==> src/design/icogen_pkg.sv <==
// Package for the icosphere triangle index generator.
// Holds the base solid tables, the edge search function and the shared types.
// No dependencies.
package icogen_pkg;

    localparam int NUM_CORNERS  = 12;
    localparam int NUM_EDGES    = 30;
    localparam int NUM_FACES    = 20;
    localparam int FACE_W       = 5;
    localparam int ROW_W        = 5;
    localparam int DIV_W        = 6;
    localparam int CORNER_W     = 14;
    localparam int EDGE_W       = 5;
    localparam int VTX_W        = 4;

    // Each entry packs two corner numbers, lower corner in the upper nibble.
    localparam logic [7:0] EDGE_TABLE [NUM_EDGES] = '{
        8'h01, 8'h04, 8'h05, 8'h08, 8'h0A, 8'h16,
        8'h17, 8'h18, 8'h1A, 8'h23, 8'h24, 8'h25,
        8'h29, 8'h2B, 8'h36, 8'h37, 8'h39, 8'h3B,
        8'h45, 8'h48, 8'h49, 8'h5A, 8'h5B, 8'h67,
        8'h68, 8'h69, 8'h7A, 8'h7B, 8'h89, 8'hAB
    };

    localparam logic [VTX_W-1:0] FACE_TABLE [NUM_FACES][3] = '{
        '{4'd0, 4'd1, 4'd8},  '{4'd0, 4'd1, 4'd10}, '{4'd2, 4'd3, 4'd9},
        '{4'd2, 4'd3, 4'd11}, '{4'd4, 4'd8, 4'd9},  '{4'd6, 4'd8, 4'd9},
        '{4'd5, 4'd10, 4'd11}, '{4'd7, 4'd10, 4'd11}, '{4'd0, 4'd4, 4'd8},
        '{4'd1, 4'd6, 4'd8},  '{4'd2, 4'd4, 4'd9},  '{4'd3, 4'd6, 4'd9},
        '{4'd0, 4'd5, 4'd10}, '{4'd1, 4'd7, 4'd10}, '{4'd2, 4'd5, 4'd11},
        '{4'd3, 4'd7, 4'd11}, '{4'd0, 4'd4, 4'd5},  '{4'd2, 4'd4, 4'd5},
        '{4'd1, 4'd6, 4'd7},  '{4'd3, 4'd6, 4'd7}
    };

    // Position of the first edge table entry that is not below the key.
    function automatic logic [EDGE_W-1:0] edge_find(input logic [7:0] key);
        logic [EDGE_W-1:0] pos;
        pos = EDGE_W'(NUM_EDGES);
        for (int e = NUM_EDGES - 1; e >= 0; e--)
        begin
            if (EDGE_TABLE[e] >= key)
            begin
                pos = EDGE_W'(e);
            end
        end
        return pos;
    endfunction

    typedef enum logic [2:0] {
        S_IDLE,
        S_PREP0,
        S_PREP1,
        S_PREP2,
        S_PREP3,
        S_VA,
        S_VB,
        S_VC
    } state_t;

    typedef enum logic {
        UOP_MUL,
        UOP_VERT
    } unit_op_t;

    typedef struct packed {
        unit_op_t op;
        logic     row_next;
    } unit_req_t;

endpackage

==> src/design/icogen_cfg.sv <==
// APB register file of the icosphere triangle index generator.
// Holds the divisions register. Depends on icogen_pkg.
module icogen_cfg (
    input  logic                          clk,
    input  logic                          rst_n,
    input  logic                          psel,
    input  logic                          penable,
    input  logic                          pwrite,
    input  logic [2:0]                    paddr,
    input  logic [31:0]                   pwdata,
    output logic [31:0]                   prdata,
    output logic                          pready,
    output logic [icogen_pkg::DIV_W-1:0]  divisions
);
    import icogen_pkg::*;

    logic [DIV_W-1:0] divisions_reg;
    logic             hit;

    // Only one register exists; it decodes to word zero.
    assign hit    = (paddr[2] == 1'b0);
    assign pready = 1'b1;

    always_ff @(posedge clk or negedge rst_n)
    begin
        if (!rst_n)
        begin
            divisions_reg <= DIV_W'(1);
        end
        else if (psel && penable && pwrite && hit)
        begin
            divisions_reg <= pwdata[DIV_W-1:0];
        end
    end

    always_comb
    begin
        prdata = '0;
        if (hit)
        begin
            prdata = 32'(divisions_reg);
        end
    end

    assign divisions = divisions_reg;

endmodule

==> src/design/icogen_unit.sv <==
// Shared arithmetic unit: one multiplier plus the vertex numbering adders.
// Used for setup products and for every vertex index. Depends on icogen_pkg.
module icogen_unit #(
    parameter int D_W   = 6,
    parameter int MA_W  = 6,
    parameter int CV_W  = 9,
    parameter int IDX_W = 14
) (
    input  icogen_pkg::unit_req_t            req,
    input  logic [MA_W-1:0]                  mul_a,
    input  logic [CV_W-1:0]                  mul_b,
    input  logic [D_W-1:0]                   d,
    input  logic [D_W-1:0]                   ev,
    input  logic [D_W-1:0]                   p,
    input  logic [D_W-1:0]                   col,
    input  logic [icogen_pkg::VTX_W-1:0]     ci,
    input  logic [icogen_pkg::VTX_W-1:0]     cj,
    input  logic [icogen_pkg::VTX_W-1:0]     ck,
    input  logic [icogen_pkg::EDGE_W-1:0]    e_ij,
    input  logic [icogen_pkg::EDGE_W-1:0]    e_ik,
    input  logic [icogen_pkg::EDGE_W-1:0]    e_jk,
    input  logic [IDX_W-1:0]                 base,
    input  logic [CV_W-1:0]                  row_ofs0,
    input  logic [CV_W-1:0]                  row_ofs1,
    output logic [MA_W+CV_W-1:0]             prod,
    output logic [IDX_W-1:0]                 idx
);
    import icogen_pkg::*;

    localparam int PROD_W = MA_W + CV_W;

    logic [D_W-1:0]    r;
    logic              side;
    logic              on_edge;
    logic [EDGE_W-1:0] e_sel;
    logic [MA_W-1:0]   op_a;
    logic [CV_W-1:0]   op_b;
    logic [IDX_W-1:0]  edge_idx;
    logic [IDX_W-1:0]  int_idx;

    assign r       = p + D_W'(req.row_next);
    assign side    = (r == d);
    assign on_edge = (col == '0) || (col == r) || side;
    assign e_sel   = side ? e_jk : ((col == '0) ? e_ij : e_ik);

    always_comb
    begin
        unique case (req.op)
            UOP_VERT:
            begin
                op_a = MA_W'(e_sel);
                op_b = CV_W'(ev);
            end
            default:
            begin
                op_a = mul_a;
                op_b = mul_b;
            end
        endcase
    end

    assign prod = PROD_W'(op_a) * PROD_W'(op_b);

    // Edge points are counted from the lower numbered corner of their edge.
    assign edge_idx = IDX_W'(NUM_CORNERS) + IDX_W'(prod)
                    + IDX_W'(side ? col : r) - IDX_W'(1);
    assign int_idx  = base + IDX_W'(req.row_next ? row_ofs1 : row_ofs0)
                    + IDX_W'(col) - IDX_W'(1);

    always_comb
    begin
        priority if (r == '0 && col == '0)
        begin
            idx = IDX_W'(ci);
        end
        else if (side && col == '0)
        begin
            idx = IDX_W'(cj);
        end
        else if (side && col == d)
        begin
            idx = IDX_W'(ck);
        end
        else if (on_edge)
        begin
            idx = edge_idx;
        end
        else
        begin
            idx = int_idx;
        end
    end

endmodule

==> src/design/icosphere_triangle_index_gen_top.sv <==
// Top level of the icosphere triangle index generator.
// Instantiates icogen_cfg and icogen_unit and holds the sequencer. Depends on icogen_pkg.
//
// A command word (face, row) is taken when start is high and busy is low. For a
// valid row the block raises busy and emits the row's 2*row+1 triangles, one per
// result word, each marked by a one-cycle valid pulse; the final word has last set.
// The receiver cannot stall, so every valid pulse must be captured. Vertex indices
// are numbered corners first, then the points along each of the 30 base edges, then
// the interior points of each face. Every vertex index and the setup triangle-number
// products come from one shared unit with one small multiplier: after the accept, setup
// states S_PREP0 to S_PREP3 compute the per-face and per-row bases and look up the edges
// ij, ik and jk; each triangle then runs S_VA, S_VB and S_VC for vertices a, b and c. The
// block stays busy, taking no new command, until the row's last triangle is done, and
// the first result word is registered as the first S_VC state ends. A row at or beyond
// the division count produces a single word with bad_row and last set on the cycle
// after the accept, and busy does not rise. Face numbers above 19 wrap by 20, and a
// divisions value above MAX_DIVISIONS acts as MAX_DIVISIONS. Write divisions only
// while busy is low and no result is pending.
module icosphere_triangle_index_gen_top #(
    parameter int MAX_DIVISIONS = 32
) (
    input  logic                              clk,
    input  logic                              rst_n,
    input  logic                              psel,
    input  logic                              penable,
    input  logic                              pwrite,
    input  logic [2:0]                        paddr,
    input  logic [31:0]                       pwdata,
    output logic [31:0]                       prdata,
    output logic                              pready,
    input  logic                              start,
    output logic                              busy,
    input  logic [icogen_pkg::FACE_W-1:0]     face,
    input  logic [icogen_pkg::ROW_W-1:0]      row,
    output logic                              valid,
    output logic [icogen_pkg::CORNER_W-1:0]   corner_a,
    output logic [icogen_pkg::CORNER_W-1:0]   corner_b,
    output logic [icogen_pkg::CORNER_W-1:0]   corner_c,
    output logic                              last,
    output logic                              bad_row
);
    import icogen_pkg::*;

    // Division count width, multiplier operand widths and the internal index width.
    localparam int D_W    = $clog2(MAX_DIVISIONS + 1);
    localparam int MA_W   = (D_W > FACE_W) ? D_W : FACE_W;
    localparam int CV_W   = $clog2(MAX_DIVISIONS * MAX_DIVISIONS / 2 + 1);
    localparam int PROD_W = MA_W + CV_W;
    localparam int IDX_W  = $clog2(NUM_CORNERS + NUM_EDGES * MAX_DIVISIONS
                                   + NUM_FACES * MAX_DIVISIONS * MAX_DIVISIONS / 2 + 1);

    logic [DIV_W-1:0]  divisions;
    logic [D_W-1:0]    d_cur;
    logic [FACE_W-1:0] face_w;
    logic              accept;
    logic              row_bad;
    logic              swap_cur;

    state_t            state_reg;
    state_t            state_next;

    logic [D_W-1:0]    q_reg;
    logic              half_reg;
    logic              valid_reg;

    logic [D_W-1:0]    d_reg;
    logic [D_W-1:0]    p_reg;
    logic [FACE_W-1:0] f_reg;
    logic              swap_reg;
    logic [VTX_W-1:0]  ci_reg;
    logic [VTX_W-1:0]  cj_reg;
    logic [VTX_W-1:0]  ck_reg;
    logic [EDGE_W-1:0] e_ij_reg;
    logic [EDGE_W-1:0] e_ik_reg;
    logic [EDGE_W-1:0] e_jk_reg;
    logic [CV_W-1:0]   cv_reg;
    logic [IDX_W-1:0]  base_reg;
    logic [CV_W-1:0]   tri0_reg;
    logic [CV_W-1:0]   tri1_reg;
    logic [IDX_W-1:0]  a_reg;
    logic [IDX_W-1:0]  b_reg;

    logic [CORNER_W-1:0] corner_a_reg;
    logic [CORNER_W-1:0] corner_b_reg;
    logic [CORNER_W-1:0] corner_c_reg;
    logic                last_reg;
    logic                bad_row_reg;

    logic [D_W-1:0]    ev;
    logic              last_tri;

    unit_req_t         req;
    logic [MA_W-1:0]   mul_a;
    logic [CV_W-1:0]   mul_b;
    logic [D_W-1:0]    col;
    logic [7:0]        key;
    logic [PROD_W-1:0] prod;
    logic [IDX_W-1:0]  idx;

    icogen_cfg u_cfg (
        .clk       (clk),
        .rst_n     (rst_n),
        .psel      (psel),
        .penable   (penable),
        .pwrite    (pwrite),
        .paddr     (paddr),
        .pwdata    (pwdata),
        .prdata    (prdata),
        .pready    (pready),
        .divisions (divisions)
    );

    icogen_unit #(
        .D_W   (D_W),
        .MA_W  (MA_W),
        .CV_W  (CV_W),
        .IDX_W (IDX_W)
    ) u_unit (
        .req      (req),
        .mul_a    (mul_a),
        .mul_b    (mul_b),
        .d        (d_reg),
        .ev       (ev),
        .p        (p_reg),
        .col      (col),
        .ci       (ci_reg),
        .cj       (cj_reg),
        .ck       (ck_reg),
        .e_ij     (e_ij_reg),
        .e_ik     (e_ik_reg),
        .e_jk     (e_jk_reg),
        .base     (base_reg),
        .row_ofs0 (tri0_reg),
        .row_ofs1 (tri1_reg),
        .prod     (prod),
        .idx      (idx)
    );

    // Saturate the division count and wrap the face number at the command boundary.
    assign d_cur    = (int'(divisions) > MAX_DIVISIONS) ? D_W'(MAX_DIVISIONS)
                                                       : D_W'(divisions);
    assign face_w   = (face >= FACE_W'(NUM_FACES)) ? face - FACE_W'(NUM_FACES) : face;
    assign accept   = start && (state_reg == S_IDLE);
    assign row_bad  = (MA_W'(row) >= MA_W'(d_cur));
    // Faces whose winding is swapped so all triangles keep one orientation.
    assign swap_cur = ((face_w[1:0] == 2'd1) || (face_w[1:0] == 2'd2))
                      != ((face_w >= FACE_W'(8)) && (face_w < FACE_W'(12)));

    assign ev       = d_reg - D_W'(1);
    assign last_tri = !half_reg && (q_reg == p_reg);

    // Next state.
    always_comb
    begin
        state_next = state_reg;
        unique case (state_reg)
            S_IDLE:
            begin
                if (accept && !row_bad)
                begin
                    state_next = S_PREP0;
                end
            end
            S_PREP0: state_next = S_PREP1;
            S_PREP1: state_next = S_PREP2;
            S_PREP2: state_next = S_PREP3;
            S_PREP3: state_next = S_VA;
            S_VA:    state_next = S_VB;
            S_VB:    state_next = S_VC;
            S_VC:    state_next = last_tri ? S_IDLE : S_VA;
            default: state_next = S_IDLE;
        endcase
    end

    // Requests to the shared unit for each state.
    always_comb
    begin
        req.op       = UOP_MUL;
        req.row_next = 1'b0;
        mul_a        = '0;
        mul_b        = '0;
        col          = q_reg;
        key          = {ci_reg, cj_reg};
        unique case (state_reg)
            S_PREP0:
            begin
                mul_a = MA_W'(d_reg - D_W'(2));
                mul_b = CV_W'(d_reg - D_W'(1));
                key   = {ci_reg, cj_reg};
            end
            S_PREP1:
            begin
                mul_a = MA_W'(f_reg);
                mul_b = cv_reg;
                key   = {ci_reg, ck_reg};
            end
            S_PREP2:
            begin
                mul_a = MA_W'(p_reg - D_W'(2));
                mul_b = CV_W'(p_reg - D_W'(1));
                key   = {cj_reg, ck_reg};
            end
            S_PREP3:
            begin
                mul_a = MA_W'(p_reg - D_W'(1));
                mul_b = CV_W'(p_reg);
            end
            S_VA:
            begin
                req.op = UOP_VERT;
            end
            S_VB:
            begin
                req.op = UOP_VERT;
                if (half_reg)
                begin
                    req.row_next = swap_reg;
                    col          = q_reg + D_W'(1);
                end
                else
                begin
                    req.row_next = 1'b1;
                    col          = q_reg + D_W'(!swap_reg);
                end
            end
            S_VC:
            begin
                req.op = UOP_VERT;
                if (half_reg)
                begin
                    req.row_next = !swap_reg;
                    col          = q_reg + D_W'(1);
                end
                else
                begin
                    req.row_next = 1'b1;
                    col          = q_reg + D_W'(swap_reg);
                end
            end
            default:
            begin
                req.op = UOP_MUL;
            end
        endcase
    end

    // Control registers.
    always_ff @(posedge clk or negedge rst_n)
    begin
        if (!rst_n)
        begin
            state_reg <= S_IDLE;
            q_reg     <= '0;
            half_reg  <= 1'b0;
            valid_reg <= 1'b0;
        end
        else
        begin
            state_reg <= state_next;
            valid_reg <= (accept && row_bad) || (state_reg == S_VC);
            if (accept)
            begin
                q_reg    <= '0;
                half_reg <= 1'b0;
            end
            else if (state_reg == S_VC)
            begin
                if (half_reg)
                begin
                    half_reg <= 1'b0;
                    q_reg    <= q_reg + D_W'(1);
                end
                else
                begin
                    half_reg <= 1'b1;
                end
            end
        end
    end

    // Datapath registers.
    always_ff @(posedge clk)
    begin
        if (accept)
        begin
            d_reg    <= d_cur;
            p_reg    <= D_W'(row);
            f_reg    <= face_w;
            swap_reg <= swap_cur;
            ci_reg   <= FACE_TABLE[face_w][0];
            cj_reg   <= FACE_TABLE[face_w][1];
            ck_reg   <= FACE_TABLE[face_w][2];
            if (row_bad)
            begin
                corner_a_reg <= '0;
                corner_b_reg <= '0;
                corner_c_reg <= '0;
                last_reg     <= 1'b1;
                bad_row_reg  <= 1'b1;
            end
        end
        unique case (state_reg)
            S_PREP0:
            begin
                cv_reg   <= (d_reg >= D_W'(2)) ? CV_W'(prod >> 1) : '0;
                e_ij_reg <= edge_find(key);
            end
            S_PREP1:
            begin
                base_reg <= IDX_W'(NUM_CORNERS) + IDX_W'(NUM_EDGES) * IDX_W'(ev)
                          + IDX_W'(prod);
                e_ik_reg <= edge_find(key);
            end
            S_PREP2:
            begin
                tri0_reg <= (p_reg >= D_W'(2)) ? CV_W'(prod >> 1) : '0;
                e_jk_reg <= edge_find(key);
            end
            S_PREP3:
            begin
                tri1_reg <= (p_reg >= D_W'(1)) ? CV_W'(prod >> 1) : '0;
            end
            S_VA:
            begin
                a_reg <= idx;
            end
            S_VB:
            begin
                b_reg <= idx;
            end
            S_VC:
            begin
                corner_a_reg <= CORNER_W'(a_reg);
                corner_b_reg <= CORNER_W'(b_reg);
                corner_c_reg <= CORNER_W'(idx);
                last_reg     <= last_tri;
                bad_row_reg  <= 1'b0;
            end
            default:
            begin
            end
        endcase
    end

    assign busy     = (state_reg != S_IDLE);
    assign valid    = valid_reg;
    assign corner_a = corner_a_reg;
    assign corner_b = corner_b_reg;
    assign corner_c = corner_c_reg;
    assign last     = last_reg;
    assign bad_row  = bad_row_reg;

endmodule

==> config.mk <==
export PLATFORM = sky130hd
export DESIGN_NAME = icosphere_triangle_index_gen_top
export DESIGN_NICKNAME = d
export VERILOG_FILES = /design/src/design/icogen_pkg.sv /design/src/design/icogen_cfg.sv /design/src/design/icogen_unit.sv /design/src/design/icosphere_triangle_index_gen_top.sv
export SDC_FILE = /design/constraint.sdc
export NUM_CORES = 1
export LEC_CHECK = 0
export ABC_AREA = 1
export BUFFER_PORTS_ARGS = -buffer_cell sky130_fd_sc_hd__buf_2
export CAP_MARGIN = 20
export CORE_ASPECT_RATIO = 2
export CORE_UTILIZATION = 32
export DETAILED_ROUTE_END_ITERATION = 7
export MAX_ROUTING_LAYER = met4
export PLACE_DENSITY = 0.55
export SLEW_MARGIN = 40
export SYNTH_ARGS = -nofsm -noshare
export SYNTH_HDL_FRONTEND = slang
export SYNTH_SLANG_ARGS = --single-unit
==> constraint.sdc <==
create_clock -name clk -period 23 [get_ports clk]
set_input_delay 4.6 -clock clk [delete_from_list [all_inputs] [get_ports clk]]
set_output_delay 4.6 -clock clk [all_outputs]
set_load 0.02 [all_outputs]
# Word level (Yosys, flattened, before mapping)
# Memories as Yosys holds them, arrays and structs flattened. A register that Yosys moved wholly into a read port is not among the register bits.
# Cells that the tools add are included.
[classes] add_sub_neg=19 n_mul=2 n_lt_le_gt_ge=38 n_eq_ne=15 n_mux=70 n_bitwise=2 n_reduce_logical=29
[ops] operator="two-way mux 5 bit" count=32
[ops] operator="two-way mux 14 bit" count=9
[ops] operator=">= comparator 7 x 8 -> 1 bit, first input constant" count=10
[ops] operator=">= comparator 6 x 8 -> 1 bit, first input constant" count=9
[ops] operator="two-way mux 6 bit" count=9
[ops] operator="case mux 10 bit (4 select lines)" count=1
[ops] operator=">= comparator 5 x 8 -> 1 bit, first input constant" count=4
[ops] operator="adder 14 bit" count=2
[ops] operator="subtractor 14 x 1 -> 14 bit, second input constant" count=2
[ops] operator="case mux 3 bit (8 select lines)" count=1
[ops] operator="case mux 6 bit (4 select lines)" count=1
[ops] operator="two-way mux 10 bit" count=2
[ops] operator="equality test 6 bit" count=3
[ops] operator=">= comparator 3 x 8 -> 1 bit, first input constant" count=2
[ops] operator=">= comparator 4 x 8 -> 1 bit, first input constant" count=2
[ops] operator=">= comparator 8 bit, first input constant" count=2
[ops] operator="case mux 8 bit (2 select lines)" count=1
[ops] operator="adder 12 x 14 -> 14 bit" count=1
[ops] operator="adder 14 x 6 -> 14 bit" count=1
[ops] operator="adder 4 x 14 -> 14 bit, first input constant" count=1
[ops] operator="multiplier 6 x 10 -> 14 bit" count=1
[ops] operator="adder 4 x 11 -> 12 bit, first input constant" count=1
[ops] operator="adder 6 x 1 -> 6 bit" count=2
[ops] operator="equality test 3 bit, second input constant" count=4
[ops] operator="41 further kinds" count=72
[totals] register_bits=165 rom_bits=384 inputBits=51 output_inout_bits=79 elab_cells=199 n_memories=1
[memory_table] name="(no name shown)" depth=32 word_bits=12 read_ports=1 rd_ports_with_merged_regs=1 wr=0 line="icosphere_triangle_index_gen_top.sv:292" rtl="ck_reg <= FACE_TABLE[face_w][2];"

# Depth between registers and ports, before layout
# Gate-level depths: netlist (run 1).
[logic_depth] word_depth=33 ltp_mapped=44 ltp_nobuf=43

# Hierarchy
# From an unflattened synthesis (run 1), not the netlist that was laid out.
[unflattened] hier_cells=1715 area_unflattened_um2=14218.6
[by_module_without_submodules] module="icosphere_triangle_index_gen_top" n_inst=1 cells_per_inst=931 area_each_um2=9112.5
[by_module_without_submodules] module="icogen_unit" n_inst=1 cells_per_inst=714 area_each_um2=4590.7
[by_module_without_submodules] module="icogen_cfg" n_inst=1 cells_per_inst=70 area_each_um2=515.5

# Worst setup path after synthesis (run 1)
# No wires, ideal clock.
[synth_timing] path_kind="input -> output" startpoint="in paddr[2]" endpoint="out prdata[0]" arrival_ps=4893 required_time_ps=18400 path_slack_ps=13507 stages=1 path_cell_list="nor2_1"
[synth_between] elab_chain_cells=1
[synth_lines] item="start: declaration" line="icosphere_triangle_index_gen_top.sv:27" rtl="input logic [2:0] paddr,"
[synth_lines] item="two-way mux 6 bit" line="icogen_cfg.sv:39" rtl="if (hit)"
[synth_lines] item="end: declaration" line="icosphere_triangle_index_gen_top.sv:29" rtl="output logic [31:0] prdata,"
# Every way passes these cells.

# Worst setup path after layout (run 1)
[layout_timing] startpoint="reg state_reg[0]" endpoint="reg base_reg[13] (data pin)"
[layout_between] elab_chain_cells=8
[layout_lines] item="start: declaration" line="icosphere_triangle_index_gen_top.sv:59" rtl="state_t state_reg;"
[layout_lines] item="start signal: assignment" line="icosphere_triangle_index_gen_top.sv:259" rtl="state_reg <= state_next;"
[layout_lines] item="equality test 3 bit" line="icosphere_triangle_index_gen_top.sv:184" rtl="unique case (state_reg)"
[layout_lines] item="case mux 1 bit (2 select lines) / case mux 6 bit (2 select lines) (equally long branches)" line="icosphere_triangle_index_gen_top.sv:184"
[layout_lines] item="adder 5 x 1 -> 6 bit / logical NOT 6 bit (equally long branches)" line="icogen_unit.sv:41, icogen_unit.sv:44"
[layout_lines] item="equality test 6 bit / two-way mux 5 bit (equally long branches)" line="icogen_unit.sv:42, icogen_unit.sv:44"
[layout_lines] item="two-way mux 5 bit" line="icogen_unit.sv:44" rtl="assign e_sel = side ? e_jk : ((col == '0) ? e_ij : e_ik);"
[layout_lines] item="two-way mux 6 bit" line="icogen_unit.sv:48" rtl="unique case (req.op)"
[layout_lines] item="multiplier 6 x 10 -> 14 bit (*)" line="icogen_unit.sv:62" rtl="assign prod = PROD_W'(op_a) * PROD_W'(op_b);"
[layout_lines] item="net prod[8]" line="icosphere_triangle_index_gen_top.sv:97" rtl="logic [PROD_W-1:0] prod;"
[layout_lines] item="adder 12 x 14 -> 14 bit (*)" line="icosphere_triangle_index_gen_top.sv:311" rtl="+ IDX_W'(prod);"
[layout_lines] item="end signal: assignment" line="icosphere_triangle_index_gen_top.sv:310" rtl="base_reg <= IDX_W'(NUM_CORNERS) + IDX_W'(NUM_EDGES) * IDX_W'(ev)"
[layout_lines] item="end: declaration" line="icosphere_triangle_index_gen_top.sv:77" rtl="logic [IDX_W-1:0] base_reg;"
# Mark *: on every way through the listed nets, which the timed path passes. The rest lies on a longest branch.
# A chain may end at the register's enable or synchronous reset.

==> summary.txt, run 1 <==
Crit Path Max Fanout: 20
Post-synthesis cell type with the largest combined area: edfxtp_1
Longest Clk Path Bufs: 2
Synth top area cells: edfxtp_1 35%, ha_1 11%, inv_1 8.5%, fa_1 7.2%, nand2_1 6.0%
Post-route ant nets: 0
Worst EP required: 23.20 ns
Asr flop ratio synth: 0.0971
Post-Synthesis Cell Area: 13,300 um2
Max frequency: 99.7 MHz
Max-cap violation count: 0
Sequential area share after synthesis: 0.388
ANT cells: 0
CP most frequent cell: ha_1
Status: finished, final reports clean
Total clock sinks: 175
Clk_lat worst skew: 0.45 ns
Commonest non-fill, non-tap cell in the layout: inv_1
Site Rows: 105
Cells on worst reg2reg path: 38
Top cell type's share of synthesized area: 0.355
Total CTS buffers: 17
# fillers: 4,251
Layout area overhead: 11.0%
CP bufs+invs: 6
Clock-pin slew on the worst setup and hold paths: 0.07 ns
CTS HTree Levels: 4
DRC Markers: 0
Final hold vios: 0
WS Path Type: reg2reg
R2r startpoint: state_reg[0]
First-pass GRT wire length: 53.5 mm
Critical path's top delay family: adder cells
Worst Tran Pin Value: 0.806 ns
Die Y: 290 um
PostCTS Resize Cnt: 0
Number of global-route vias before repair: 10,800
Worst Skew: 0.00970 ns
Gr ovfl total: 0
Post-Syn Area per Cell: 8.75 um2
RR Endpoint: base_reg[13]
Final setup vio count: 0
Num ports: 130
RSZ-0062 raised after global routing: false
Die area: 42,400 um2
Initial antenna violation count: 0
Worst path max stage delay: 0.59 ns
Share of cells above drive strength 1: 0.100
Max stage delay cell, worst path: fa_1
Vias/cell: 4.74
Total number of vias: 10,200
Overall Global Routing Usage: 0.169
Final Max Slew Viols: 0
# hold bufs at CTS: 0
Port Buf Inserts: 74
Hold Path Depth: 2
Largest net degree at the start of global routing: 44
Ys flop type: edfxtp_1
Period utilization: 0.436
Setup tns final: 0 ns
Starting Density: 0.324
Final min period: 10.03 ns
CTS tree: yes
Drt initial violations: 425
Chip Width: 146 um
1st-pass router iterations: 5
Most frequent cells in the layout: 300 x inv_1, 212 x nand2_1, 195 x nor2_1
CP arrival: 10.23 ns
R2R Setup Slk: 12.97 ns
Setup Fix Bufs, Post-CTS: 0
Total Nets Final: 1,810
Startpoint types: flop
Cells after synthesis: 1,520
Crit path capture type: flop
GPL Wtd Cong: 0.917
Max-slew headroom: 0.461
Wire length per cell: 15.5 um
Worst Hold Class: reg2reg
YS warnings: 0
HP Start: bad_row
Post-DP HPWL: 27.4 mm
Clock root buffer: clkbuf_16
Post-synth EDFFs: 157
Core area: 41,000 um2
Distinct cells, synth: 61
Final WL: 33.2 mm
Hold endpoint: bad_row
Seq cells post-synth: 175
[synth_stat cells (9+ instances only)]
cell type	instances
inv_1	301
nand2_1	213
nor2_1	196
edfxtp_1	157
ha_1	116
a21oi_1	78
o21ai_0	72
fa_1	48
xor2_1	46
nand3_1	40
buf_4	29
xnor2_1	20
nor3_1	18
dfrtp_1	16
o211ai_1	15
clkbuf_1	11
o22ai_1	11
mux2i_1	10
o21bai_1	10
or2_2	9
[metrics by stage]
step	cells	util	hold WS (ns)	area (um2)	setup WS, ns
floorplan	1545	-	0.492	13400	13.51
global placement	2111	0.346	0.440	14200	13.13
detailed placement	2111	0.346	0.447	14200	12.98
CTS	2143	0.360	0.458	14800	12.96
global route	2143	0.360	0.484	14800	12.22
finish	2143	0.360	0.452	14800	12.97
[layer usage]
metal / vias up / global-route usage / wire, um / share of wire
li1: 5019 / - / - / -
met1: 4818 / 0.138 / 10800 / 0.33
met2: 227 / 0.345 / 19700 / 0.59
met3: 94 / 0.0181 / 769 / 0.023
met4: 0 / 0.107 / 1950 / 0.059
met5: - / - / 0 / 0
[cells by family after synthesis]
family / Yosys count / share of synthesized area
AO/OA/AOI/OAI: 233 / 0.105
XOR/XNOR: 69 / 0.0472
adder cells (fa/ha/maj): 164 / 0.181
buffers and inverters: 362 / 0.112
flip-flops: 175 / 0.388
multiplexers: 10 / 0.00753
other: 2 / 0.000565
AND/OR/NAND/NOR: 505 / 0.158
[area by class of cell]
cell class,count,area (um2),area share
timing repair buffer,82,430,0.0292
clock inverter,15,149,0.0101
sequential,175,5160,0.350
multi-input combinational,1008,6750,0.458
inverter,311,1170,0.0791
clock buffer,17,425,0.0288
tap,535,669,0.0454
[how the worst max path moves through the flow]
| stage | from | cells after the start | end |
|---|---|---|---|
| final | state_reg[0] | 38 | base_reg[13] |
| after global routing | state_reg[0] | 40 | a_reg[13] |
| after CTS | state_reg[0] | 38 | base_reg[13] |
| after detailed placement | state_reg[0] | 38 | base_reg[13] |
| after global placement | state_reg[0] | 38 | base_reg[13] |
| after floorplan | paddr[2] | 1 | prdata[0] |
[worst reg2reg max path: cells and delay by family, from the launching register on]
family / cells / cell delay (ns)
adder cells (fa/ha/maj): 8 / 2.82
AND/OR/NAND/NOR: 12 / 2.61
AO/OA/AOI/OAI: 9 / 1.69
buffers and inverters: 6 / 1.13
XOR/XNOR: 3 / 1.11
flip-flops: 1 / 0.44
Power of run 1 is left out: the tool's default activity adds up to more than one toggle a clock period on the data nets, which glitch-free logic cannot reach.
==> run 2, diff against run 1 <==
Settings changed: PLACE_DENSITY 0.55 to 0.57.
Clock period 23 ns to 8.3 ns, I/O delays scaled along.
==> summary.txt, run 2 (synthesis results as in run 1) <==
Crit Path Max Fanout: 17 (was 20)
CP arrival: 7.84 ns (was 10.23 ns)
WS Path Type: reg2reg (unchanged)
Total clock sinks: 175 (unchanged)
Vias/cell: 4.69 (was 4.74)
Final setup margin: 0.665 ns (was 12.97 ns)
Core area: 41,000 um2 (unchanged)
Worst Hold Class: reg2reg (unchanged)
Chip Width: 146 um (unchanged)
Layout area overhead: 13.4% (was 11.0%)
Setup tns final: 0 ns (unchanged)
Worst EP required: 8.50 ns (was 23.20 ns)
GPL Wtd Cong: 0.920 (was 0.917)
Total CTS buffers: 17 (unchanged)
Longest Clk Path Bufs: 2 (unchanged)
Reg area: 5160 um2 (unchanged)
Wire length per cell: 15.1 um (was 15.5 um)
Final setup vio count: 0 (unchanged)
Clk_lat worst skew: 0.45 ns (about the same)
ANT cells: 0 (unchanged)
Most frequent cells in the layout: 300 x inv_1, 212 x nand2_1, 195 x nor2_1 (unchanged)
Clock root buffer: clkbuf_16 (unchanged)
Total number of vias: 10,200 (about the same)
Final min period: 7.64 ns (was 10.03 ns)
Setup Fix Bufs, Post-CTS: 0 (unchanged)
Max-slew headroom: 0.447 (was 0.461)
Overall Global Routing Usage: 0.169 (about the same)
Status: finished, final reports clean (unchanged)
Die Y: 290 um (unchanged)
Max frequency: 131 MHz (was 99.7 MHz)
Period utilization: 0.920 (was 0.436)
CTS tree: yes (unchanged)
Commonest non-fill, non-tap cell in the layout: inv_1 (unchanged)
CP most frequent cell: nor2_1 (was ha_1)
RSZ-0062 raised after global routing: false (unchanged)
Pre-CTS setup slack: 0.308 ns (was 12.98 ns)
Num ports: 130 (unchanged)
Final Max Slew Viols: 0 (unchanged)
Gr ovfl total: 0 (unchanged)
Clock-pin slew on the worst setup and hold paths: 0.08 ns (was 0.07 ns)
Port Buf Inserts: 74 (unchanged)
First-pass GRT wire length: 53.7 mm (was 53.5 mm)
Number of global-route vias before repair: 10,800 (about the same)
Drt initial violations: 362 (was 425)
CTS HTree Levels: 4 (unchanged)
DRC Markers: 0 (unchanged)
Area occupied by multi-input gates: 6750 um2 (unchanged)
Worst Tran Pin Value: 0.820 ns (was 0.806 ns)
Starting Density: 0.324 (unchanged)
Site Rows: 105 (unchanged)
Die area: 42,400 um2 (unchanged)
CP bufs+invs: 6 (unchanged)
Max stage delay cell, worst path: fa_1 (unchanged)
Utilization after layout: 0.368 (was 0.360)
Total Nets Final: 1,843 (was 1,810)
Worst path max stage delay: 0.60 ns (was 0.59 ns)
Startpoint types: flop (unchanged)
Initial antenna violation count: 0 (unchanged)
# hold bufs at CTS: 0 (unchanged)
Share of cells above drive strength 1: 0.119 (was 0.100)
Post-route ant nets: 0 (unchanged)
Largest net degree at the start of global routing: 44 (unchanged)
Max-cap violation count: 0 (unchanged)
Crit path capture type: flop (unchanged)
# fillers: 4,235 (was 4,251)
Final hold vios: 0 (unchanged)
Worst Skew: 0.0103 ns (was 0.00970 ns)
Final WL: 32.9 mm (was 33.2 mm)
Post-DP HPWL: 27.5 mm (was 27.4 mm)
Critical path's top delay family: adder cells (unchanged)
1st-pass router iterations: 5 (unchanged)
run 2: layout make-up:
cell class              instances  area share
clock buffers                  17      0.0282
clock inverters                15      0.0146
inverters                     311      0.0774
multi-input cells            1008       0.448
flip-flops and latches        175       0.342
well taps                     535      0.0444
repair buffers                115      0.0450
run 2: routing by layer:
layer / track usage / vias to the layer above / routed length (um)
li1: - / 5083 / -
met1: 0.141 / 4836 / 10600
met2: 0.343 / 205 / 19500
met3: 0.0163 / 86 / 781
met4: 0.110 / 0 / 1980
met5: - / - / 0
run 2: final timing paths:
check                             startpoint                 end  slack, ns  cells past startpoint
worst max-delay path            state_reg[0]           a_reg[13]       0.66                     39
worst min-delay path                 bad_row             bad_row       0.45                      2
worst max register to register  state_reg[0]           a_reg[13]       0.66                     39
worst min register to register       bad_row             bad_row       0.45                      2
max in group asynchronous              rst_n  u_cfg.divisions[0]       6.85                      1
min in group asynchronous              rst_n            q_reg[3]       1.13                      1
run 2: worst min-delay path, cell delays in order, from the launching register on:
cell	delay, ns
dfxtp_1	0.31
inv_1	0.05
a21oi_1	0.05
run 2: metrics by stage:
| step | area [um2] | hold slack [ns] | std cells |
|---|---|---|---|
| 2_1_floorplan | 13400 | 0.492 | 1545 |
| 6_report | 15100 | 0.451 | 2176 |
| 4_1_cts | 15100 | 0.457 | 2176 |
| 3_5_place_dp | 14400 | 0.446 | 2144 |
| 5_1_grt | 15100 | 0.482 | 2176 |
| 3_3_place_gp | 14400 | 0.444 | 2144 |
run 2: timing repair:
| item | 4_1_cts | 5_1_grt |
|---|---|---|
| gates resized for setup | 0 | 4 |
| hold endpoints to repair | 0 | 0 |
| endpoints found under the setup margin | 0 | 7 |
Power of run 2 is left out for the same reason.
